## config.mk

```make
export PLATFORM = sky130hd
export DESIGN_NAME = v3a_div_cell
export DESIGN_NICKNAME = d
export VERILOG_FILES = /design/src/v3a_pkg.sv /design/src/v3a_div_cell.sv
export SDC_FILE = /design/constraint.sdc
export NUM_CORES = 1
export LEC_CHECK = 0
export ABC_AREA = 1
export ABC_CLOCK_PERIOD_IN_PS = 5300
export BUFFER_PORTS_ARGS = -buffer_cell sky130_fd_sc_hd__buf_2
export CAP_MARGIN = 0
export CORE_AREA = 5 5 529 531
export DETAILED_ROUTE_END_ITERATION = 12
export DIE_AREA = 0 0 534 536
export GPL_ROUTABILITY_DRIVEN = 0
export SLEW_MARGIN = 25
export SYNTH_ARGS = -nofsm -noshare
export SYNTH_HDL_FRONTEND = slang
export SYNTH_SLANG_ARGS = --single-unit
```

## constraint.sdc

```tcl
create_clock -name clk -period 5.3 [get_ports clk]
set_clock_uncertainty 0.2 [all_clocks]
set_input_delay 0.53 -clock clk [delete_from_list [all_inputs] [get_ports clk]]
set_output_delay 0.53 -clock clk [all_outputs]
set_load 0.05 [all_outputs]
```

## src/v3a_pkg.sv

```systemverilog
// Shared types, constants and helpers for the three-component fixed-point vector ALU.
// Depends on nothing; every other file in src uses it by scoped names.
package v3a_pkg;

  localparam int FRAC_BITS  = 16;
  localparam int WORD_BITS  = 32;
  localparam int TOL_W      = 31;
  localparam int PROD_W     = 2 * WORD_BITS;
  localparam int SAT_W      = 2 * WORD_BITS + 2;
  localparam int ROOT_W     = WORD_BITS;
  localparam int SS_W       = 2 * ROOT_W;
  localparam int REM_W      = ROOT_W + 3;
  localparam int NUM_W      = WORD_BITS + FRAC_BITS;
  localparam int SQRT_CELLS = ROOT_W;
  localparam int DIV_CELLS  = NUM_W;
  localparam int ADDR_W     = 3;

  localparam logic [3:0] FN_ADD   = 4'd0;
  localparam logic [3:0] FN_SUB   = 4'd1;
  localparam logic [3:0] FN_SCALE = 4'd2;
  localparam logic [3:0] FN_DIV   = 4'd3;
  localparam logic [3:0] FN_NEG   = 4'd4;
  localparam logic [3:0] FN_DOT   = 4'd5;
  localparam logic [3:0] FN_CROSS = 4'd6;
  localparam logic [3:0] FN_LEN   = 4'd7;
  localparam logic [3:0] FN_NORM  = 4'd8;
  localparam logic [3:0] FN_CMP   = 4'd9;

  localparam logic [1:0] ST_OK  = 2'd0;
  localparam logic [1:0] ST_SAT = 2'd1;
  localparam logic [1:0] ST_ERR = 2'd2;

  localparam logic REG_TOL = 1'b0;

  typedef logic signed [WORD_BITS-1:0] word_t;

  typedef struct packed {
    logic [3:0] func;
    word_t      ax;
    word_t      ay;
    word_t      az;
    word_t      bx;
    word_t      by_comp;
    word_t      bz;
    word_t      scalar_in;
    logic       compare_req;
  } in_item_t;

  typedef struct packed {
    word_t      rx;
    word_t      ry;
    word_t      rz;
    word_t      scalar_out;
    logic       equal_flag;
    logic [1:0] status;
  } out_item_t;

  // Side data that rides along the root and divide chains with each item.
  typedef struct packed {
    logic [3:0]                 op;
    word_t                      rx;
    word_t                      ry;
    word_t                      rz;
    word_t                      sc;
    logic                       eq;
    logic                       sat;
    logic                       err;
    logic [2:0][WORD_BITS-1:0]  nmag;
    logic [2:0]                 nneg;
    logic [WORD_BITS-1:0]       smag;
    logic                       sneg;
  } ride_t;

  typedef struct packed {
    word_t v;
    logic  f;
  } sat_t;

  function automatic sat_t sat_word(input logic signed [SAT_W-1:0] v);
    sat_t r;
    logic signed [SAT_W-1:0] maxv;
    logic signed [SAT_W-1:0] minv;
    maxv = (SAT_W'(1) <<< (WORD_BITS - 1)) - SAT_W'(1);
    minv = -(SAT_W'(1) <<< (WORD_BITS - 1));
    if (v > maxv) begin
      r.v = maxv[WORD_BITS-1:0];
      r.f = 1'b1;
    end else if (v < minv) begin
      r.v = minv[WORD_BITS-1:0];
      r.f = 1'b1;
    end else begin
      r.v = v[WORD_BITS-1:0];
      r.f = 1'b0;
    end
    return r;
  endfunction

endpackage

```

## src/v3a_div_cell.sv

```systemverilog
// One quotient bit of the restoring divider, three lanes sharing one divisor.
// Depends on v3a_pkg for widths and the ride_t side data.
module v3a_div_cell (
  input  logic                             clk,
  input  logic                             rst_n,
  input  logic                             en,
  input  logic                             in_valid,
  input  logic [2:0][v3a_pkg::ROOT_W-1:0]  in_rem,
  input  logic [2:0][v3a_pkg::NUM_W-1:0]   in_quo,
  input  logic [2:0][v3a_pkg::NUM_W-1:0]   in_num,
  input  logic [v3a_pkg::ROOT_W-1:0]       in_dvs,
  input  v3a_pkg::ride_t                   in_ride,
  output logic                             out_valid,
  output logic [2:0][v3a_pkg::ROOT_W-1:0]  out_rem,
  output logic [2:0][v3a_pkg::NUM_W-1:0]   out_quo,
  output logic [2:0][v3a_pkg::NUM_W-1:0]   out_num,
  output logic [v3a_pkg::ROOT_W-1:0]       out_dvs,
  output v3a_pkg::ride_t                   out_ride
);

  logic                             valid_r;
  logic [2:0][v3a_pkg::ROOT_W-1:0]  rem_r, rem_nxt;
  logic [2:0][v3a_pkg::NUM_W-1:0]   quo_r, quo_nxt;
  logic [2:0][v3a_pkg::NUM_W-1:0]   num_r, num_nxt;
  logic [v3a_pkg::ROOT_W-1:0]       dvs_r;
  v3a_pkg::ride_t                   ride_r;
  logic [v3a_pkg::ROOT_W:0]         rs, diff;
  logic                             ge;

  always_comb begin
    rs   = '0;
    diff = '0;
    ge   = 1'b0;
    for (int k = 0; k < 3; k++) begin
      rs         = {in_rem[k], in_num[k][v3a_pkg::NUM_W-1]};
      ge         = (rs >= {1'b0, in_dvs});
      diff       = rs - {1'b0, in_dvs};
      rem_nxt[k] = ge ? diff[v3a_pkg::ROOT_W-1:0] : rs[v3a_pkg::ROOT_W-1:0];
      quo_nxt[k] = {in_quo[k][v3a_pkg::NUM_W-2:0], ge};
      num_nxt[k] = {in_num[k][v3a_pkg::NUM_W-2:0], 1'b0};
    end
  end

  always_ff @(posedge clk) begin
    if (!rst_n) begin
      valid_r <= 1'b0;
    end else if (en) begin
      valid_r <= in_valid;
    end
  end

  always_ff @(posedge clk) begin
    if (en) begin
      rem_r  <= rem_nxt;
      quo_r  <= quo_nxt;
      num_r  <= num_nxt;
      dvs_r  <= in_dvs;
      ride_r <= in_ride;
    end
  end

  assign out_valid = valid_r;
  assign out_rem   = rem_r;
  assign out_quo   = quo_r;
  assign out_num   = num_r;
  assign out_dvs   = dvs_r;
  assign out_ride  = ride_r;

endmodule

```

Yosys cells after proc, flatten, opt, wreduce, memory -nomap -nowiden

Index checks and enable logic that the tools add are counted.
Widths: inputs -> output; s select.

Output and inout port bits: 684
Input port bits: 687
Bits in registers: 681

$lt $le $gt $ge: 3
Muxes and demuxes: 3
Add/subtract/negate cells: 3

Operator list:

| kind           | number |
|---|---|
| $ge 33x32->1   | 3 |
| $mux 32        | 3 |
| $sub 32x32->32 | 3 |

Logic depth before layout (Yosys ltp)

Gate-level depths: netlist of run 1.

Depth after elaboration: 2
Depth in mapped cells: 16
Gate-level depth less buffers: 15

Least setup slack after synthesis of run 1

Ideal clock, no wire load.

Kind: input-to-reg
From: input in_dvs[4] (netlist name)
To: register rem_r, in the netlist out_rem[86], data pin
Setup time: 252 ps
Arrival: 1931 ps
Data required time: 4848 ps
Path slack: 2917 ps
Path buffers: 1
Stages on the path: 14
Path through: inv_1 -> ha_1 -> nand2_1 -> nand2_1 -> nand3b_2 -> nand2_2 -> nand2_2 -> nand2_2 -> nand2_2 -> nand2_4 -> nand2_8 -> buf_6 -> nand2_1 -> nand2_1

RTL lines:

| element                | line               | RTL |
|---|---|---|
| start: declaration     | v3a_div_cell.sv:11 | `input logic [v3a_pkg::ROOT_W-1:0] in_dvs,` |
| end signal: assignment | v3a_div_cell.sv:54 | `rem_r <= rem_nxt;` |
| end: declaration       | v3a_div_cell.sv:22 | `logic [2:0][v3a_pkg::ROOT_W-1:0] rem_r, rem_nxt;` |

==> results_dict.tcl, run 1 <==
set metrics [dict create \
    status "complete, no violations" \
    drt_wl_total_um 269000 \
    clock_path_buffers 4 \
    path_buf_inv 5 \
    synth_top_area_share_pct 68.7 \
    criticalPathCategory "in -> reg" \
    yosys-top-cells-area "edfxtp_1 69%, nand2_1 11%, inv_1 5.0%" \
    dp.cells 7551 \
    p_per_area_nw_per_um2 356 \
    syn_avg_cell_area_um2 11.5 \
    crit_path_end_kind "flip-flop" \
    dieArea_um2 286000 \
    vias 28600 \
    grt_max_degree 131 \
    nets 5503 \
    crit_path_cell_trace "dlygate4sd3_1, buf_2, inv_1, ha_1, nand2_1, inv_1, nand2_1, nand2_1, inv_1, nand3_2, nand2_1, nand2_2, nand2_2, nand2_8, nand3_2, nand2_1" \
    grt_pass1_vias 27400 \
    worstMarginPinSlew_ns 0.807 \
    numCtsBuffers 95 \
    drtAntennaViolNets 0 \
    crit_arrival_ns 4.08 \
    wire_per_inst_um 31.8 \
    rows 193 \
    first_pass_iters 5 \
    min_path_type "in -> reg" \
    drc_errors 0 \
    port_buffers 1364 \
    dpl_cell_area_um2 41000 \
    fmax_mhz 268 \
    die_y_um 536 \
    grt_antenna_before_repair 255 \
    worstSetupStartpointType "input pin" \
    synth_commonest_cells "851 x nand2_1, 680 x edfxtp_1, 398 x inv_1" \
    clk_pin_slew_ns 0.06 \
    synth_top_cell_by_area "edfxtp_1" \
    grt.overflow.total 0 \
    hold_violations 0 \
    fin_util_pct 18.5 \
    htree_num_levels 3 \
    drt_iter0_markers 2228 \
    cp_slowest_cell "nand2_2" \
    fin_hold_ws_ns 0.0704 \
    root_buffer "clkbuf_16" \
    cp_common_cell "nand2_1" \
    yosysMostFrequentCell "nand2_1" \
    post-place-ws_ns 1.19 \
    yosys_warnings 0 \
    instances_no_fill 8475 \
    viasPerCell 3.38 \
    final_area_um2 51000 \
    synth_cells 2591 \
    slew_viol_final 0 \
    io_pins 1371 \
    cp.required_ns 5.64 \
    cts.sinks 681 \
    finalWorstSetupSlack_ns 1.56 \
    total_power_mw 18.1 \
    grt_usage_pct 17.9 \
    maxCapViolations 0 \
    drive_gt1_share_pct 33.1 \
    period_needed_ns 3.74 \
    clk_latency_ns 0.79 \
    fin_setup_tns_ns 0 \
    setup_viol 0 \
    vdd_drop_max_uv 188 \
    synth_cell_types 34 \
    core_region_area_um2 275000 \
    relSlewSlack_pct 46.2 \
    crit_fanout 35 \
    fp.dieW_um 534 \
    cts_tree "done" \
    period_share_pct 70.5 \
    ys_async_sr_fraction_pct 0 \
    crit_family "simple AND/OR/NAND/NOR gates" \
    synth_edf_count 680 \
    initial_utilization_pct 10.8 \
    synth-main-ff-cell "edfxtp_1" \
    area_delta_synth_final_pct 71.8 \
    dpl.hpwl_um 233000 \
    synth-seq-cells 681 \
    slowest_delay_ns 0.58 \
    grt_pass1_wl_um 324000 \
    power.leakage_nw 22.7 \
    rsz0062_at_grt "false" \
    syn-cell-area_um2 29700 \
    synth_seq_area_share_pct 68.8 \
    cts.repair.resized 0 \
]
-- layout make-up --
type,instances,area [um2]
fillers,30500,224000
flip-flops and latches,681,20400
repair buffers,2058,13800
multi-input cells,1481,7530
well taps,3607,4510
clock buffers,118,2490
inverters,400,1500
clock inverters,49,519
diodes,81,203
-- power breakdown --
group / switching (mW) / internal, mW / leakage [nW]
Sequential: 0.159 / 6.50 / 6.66
Clock: 2.70 / 3.81 / 1.46
Combinational: 3.80 / 1.17 / 14.5
-- sequential cells by signal, indices dropped and copies added, names as in the netlist --
register and flops:
out_ride 267, out_quo 144, out_num 141, out_rem 96, out_dvs 32, out_valid 1
-- worst paths after layout --
check	endpoint	startpoint	cells after the start	slack, ns
worst max-delay path	out_rem[19]	in_dvs[8]	16	1.56
worst min-delay path	out_num[6]	en	1	0.07
worst max register to register	out_valid	out_valid	3	3.89
worst min register to register	out_valid	out_valid	3	0.90
-- kinds of logic (layout without fill, tap and decap cells) --
family | count (synthesis) | after routing | share of synthesized area [%]
AO/OA/AOI/OAI | 72 | 72 | 1.26
XOR/XNOR | 42 | 42 | 1.24
adder cells (fa/ha/maj) | 99 | 99 | 4.25
buffers and inverters | 431 | 2625 | 5.86
flip-flops | 681 | 681 | 68.8
other | 1 | 84 | 0.0126
AND/OR/NAND/NOR | 1265 | 1265 | 18.6
-- metal layers --
layer	GRT usage, %	up-vias	routed length [um]
li1	-	12900	-
met1	18.7	13500	94500
met2	29.9	1612	125000
met3	11.3	478	39500
met4	5.12	74	9680
met5	0	-	495
-- repair_timing --
item	in CTS	in global routing
setup buffers	0	0
hold buffers	676	0
hold endpoints to repair	675	0
-- worst register-to-register path, stage by stage (launching register included) --
cell           delay (ns)
dfxtp_1              0.31
o21ai_0              0.16
a21oi_1              0.06
dlygate4sd3_1        0.58
-- cell usage in the layout, fill, tap and decap left out, types with 6 or more instances in the layout --
| master | Yosys | layout |
|---|---|---|
| nor3_1 | 25 | 25 |
| a21oi_1 | 60 | 60 |
| nand3_1 | 162 | 162 |
| xor2_1 | 39 | 39 |
| nor2_2 | 12 | 12 |
| ha_1 | 96 | 96 |
| nand2_2 | 13 | 13 |
| nand3b_1 | 22 | 22 |
| clkinv_2 | 0 | 11 |
| inv_1 | 398 | 398 |
| buf_4 | 3 | 12 |
| bufinv_16 | 0 | 10 |
| clkbuf_16 | 0 | 96 |
| nand2_1 | 851 | 851 |
| clkinv_1 | 0 | 17 |
| nand4_1 | 9 | 9 |
| diode_2 | 0 | 81 |
| buf_2 | 19 | 1363 |
| buf_12 | 1 | 6 |
| clkbuf_1 | 0 | 21 |
| nand3_2 | 33 | 33 |
| nor2_1 | 109 | 109 |
| and2_1 | 15 | 15 |
| dlygate4sd3_1 | 0 | 676 |
| edfxtp_1 | 680 | 680 |
| o21ai_0 | 7 | 7 |
No activity file was read; power rests on OpenSTA's default activity.
==> inputs of run 2 (changes only) <==
- ABC_AREA: 1 -> 0
- ABC_CLOCK_PERIOD_IN_PS: 5300 -> 3300
- CORE_AREA: 5 5 529 531 -> 5 5 537 539
- DIE_AREA: 0 0 534 536 -> 0 0 542 544
- clock period: 5.3 -> 3.3 ns (I/O delays scaled with it)
==> results_dict.tcl, run 2 <==
set metrics [dict create \
    syn_avg_cell_area_um2 15.6 \
    syn-cell-area_um2 27200 \
    synth_cell_types 76 \
    synth-seq-cells 681 \
    crit_arrival_ns 3.62 \
    yosys_warnings 0 \
    switching_power_mw 10.7 \
    ff2ff_path_depth 3 \
    min_path_cells 2 \
    wire_per_inst_um 30.1 \
    rows 196 \
    criticalPathCategory "in -> reg" \
    cts_tree "done" \
    min_path_type "in -> reg" \
    viasPerCell 3.40 \
    power.share.clock_pct 34.2 \
    worstSetupStartpointType "input pin" \
    crit_fanout 28 \
    clock_path_buffers 4 \
    port_buffers 1364 \
    intPower_mw 18.6 \
    vias 28000 \
    grt.overflow.total 0 \
    htree_num_levels 3 \
    maxCapViolations 0 \
    status "complete, no violations" \
    drt_wl_total_um 248000 \
    cts.sinks 681 \
    synth_top_cell_by_area "edfxtp_1" \
    cp.required_ns 3.67 \
    clk_pin_slew_ns 0.06 \
    root_buffer "clkbuf_16" \
    layout_common_cells "1363 x buf_2, 948 x dlygate4sd3_1, 680 x edfxtp_1" \
    grt_antenna_before_repair 198 \
    combinationalPowerShare_pct 28.9 \
    synth_cells 1744 \
    crit_path_end_kind "flip-flop" \
    crit_family "buffers and inverters" \
    path_buf_inv 6 \
    relSlewSlack_pct 57.2 \
    clk_latency_ns 0.78 \
    synth-main-ff-cell "edfxtp_1" \
    die_y_um 544 \
    seq_power_share_pct 36.9 \
    synth_commonest_cells "680 x edfxtp_1, 126 x a21oi_1, 108 x nor2_1" \
    post-place-ws_ns -0.317 \
    ys_async_sr_fraction_pct 0 \
    grt_usage_pct 15.9 \
    rsz0062_at_grt "true" \
    power.leakage_nw 21.8 \
    cp_slowest_cell "dlygate4sd3_1" \
    numCtsBuffers 94 \
    synth_top_area_share_pct 75.0 \
    synth_edf_count 680 \
    p_per_area_nw_per_um2 548 \
    crit_path_cell_trace "dlygate4sd3_1, buf_2, inv_1, buf_4, ha_1, buf_4, nand2_1, o21ai_0, o2bb2ai_1, o221ai_1, a21oi_1, o21ba_2, buf_12, o31ai_2" \
    yosysMostFrequentCell "edfxtp_1" \
    fp.dieW_um 542 \
    core_region_area_um2 283000 \
    total_power_mw 29.3 \
    dpl.hpwl_um 211000 \
    period_share_pct 98.5 \
    setup_viol 0 \
    drc_errors 0 \
    drt_iter0_markers 2155 \
    yosys-top-cells-area "edfxtp_1 75%, ha_1 4.4%, a21oi_1 2.3%" \
    slowest_delay_ns 0.63 \
    switching_share_pct 36.4 \
    grt_max_degree 61 \
    first_pass_iters 6 \
    period_needed_ns 3.25 \
    largest_reg_flops 267 \
    synth_seq_area_share_pct 75.1 \
    hold_violations 0 \
    finalWorstSetupSlack_ns 0.0487 \
    grt_pass1_vias 28000 \
    slew_viol_final 0 \
    dieArea_um2 295000 \
    final_common_cell "buf_2" \
    drive_gt1_share_pct 40.6 \
    worstMarginPinSlew_ns 0.642 \
    vdd_drop_max_uv 385 \
    fin_hold_ws_ns 0.0666 \
    nFillCells 30900 \
    cp.depth 14 \
    drtAntennaViolNets 0 \
    io_pins 1371 \
    grt_pass1_wl_um 303000 \
    cp_common_cell "buf_4" \
    fmax_mhz 308 \
    initial_utilization_pct 9.61 \
    nets 5137 \
    area_delta_synth_final_pct 96.3 \
]
-- run 2: cell types whose count changed in the layout (fill, tap and decap cells not counted), sizes merged, moves of 20 or more --
| cell | before | now |
|---|---|---|
| o21ai | 7 | 99 |
| diode | 81 | 61 |
| buf | 1382 | 1613 |
| nand3 | 195 | 22 |
| a21oi | 61 | 126 |
| dlygate4sd3 | 676 | 948 |
| inv | 403 | 78 |
| nand2 | 868 | 106 |
| a21o | 0 | 44 |
| xnor2 | 3 | 39 |
-- run 2: path summary, 6_finish.rpt --
path                                     end  slack [ns]         from
worst max-delay path             out_rem[25]        0.05   in_dvs[24]
worst min-delay path            out_quo[127]        0.07  in_quo[126]
worst max register to register     out_valid        1.94    out_valid
worst min register to register     out_valid        0.88    out_valid
-- run 2: cell type report --
cell class | count | area (um2) | share of cell area (%)
Clock buffer | 103 | 2410 | 4.50
Clock inverter | 61 | 546 | 1.02
Sequential cell | 681 | 20400 | 38.2
Antenna cell | 61 | 153 | 0.286
Inverter | 67 | 255 | 0.478
Tap cell | 3762 | 4710 | 8.81
Multi-Input combinational cell | 944 | 6360 | 11.9
Timing Repair Buffer | 2563 | 18600 | 34.8
-- run 2: cells by family after synthesis --
logic type | synth area share [%]
flip-flops | 75.1
AND/OR/NAND/NOR | 5.96
other | 0.0138
buffers and inverters | 1.89
adder cells (fa/ha/maj) | 4.63
XOR/XNOR | 2.25
AO/OA/AOI/OAI | 9.44
multiplexers | 0.754
-- run 2: metrics by stage --
stage / instance area [um2] / std cells / TNS [ns] / util [%]
detailed placement: 40700 / 7063 / -12.76 / 14.4
CTS: 53200 / 8176 / 0 / 18.8
finish: 53500 / 8242 / 0 / 18.9
global route: 53400 / 8216 / -0.345 / 18.8
floorplan: 27200 / 1746 / 0 / -
global placement: 40700 / 7063 / -11.82 / 14.4
-- run 2: power groups by stage --
stage | logic, mW | clock network, mW | registers [mW]
finish | 8.47 | 10.0 | 10.8
global route | 8.88 | 10.7 | 10.9
CTS | 8.55 | 10.4 | 10.8
detailed placement | 7.42 | 0 | 10.9
global placement | 7.38 | 0 | 10.9
floorplan | 1.19 | 0 | 13.6
-- run 2: timing repair --
item | CTS | global route
resized for setup | 0 | 18
hold buffers | 949 | 1
endpoints found under the setup margin | 0 | 55
endpoints found under the hold margin | 736 | 1
buffers inserted | 0 | 4
-- run 2: metal layers --
metal	vias up	GRT usage, %	part of all wire [%]
li1	12000	-	-
met1	13600	16.0	34
met2	1832	27.2	48
met3	566	8.57	13
met4	32	6.83	5.5
met5	-	1.14	0.27
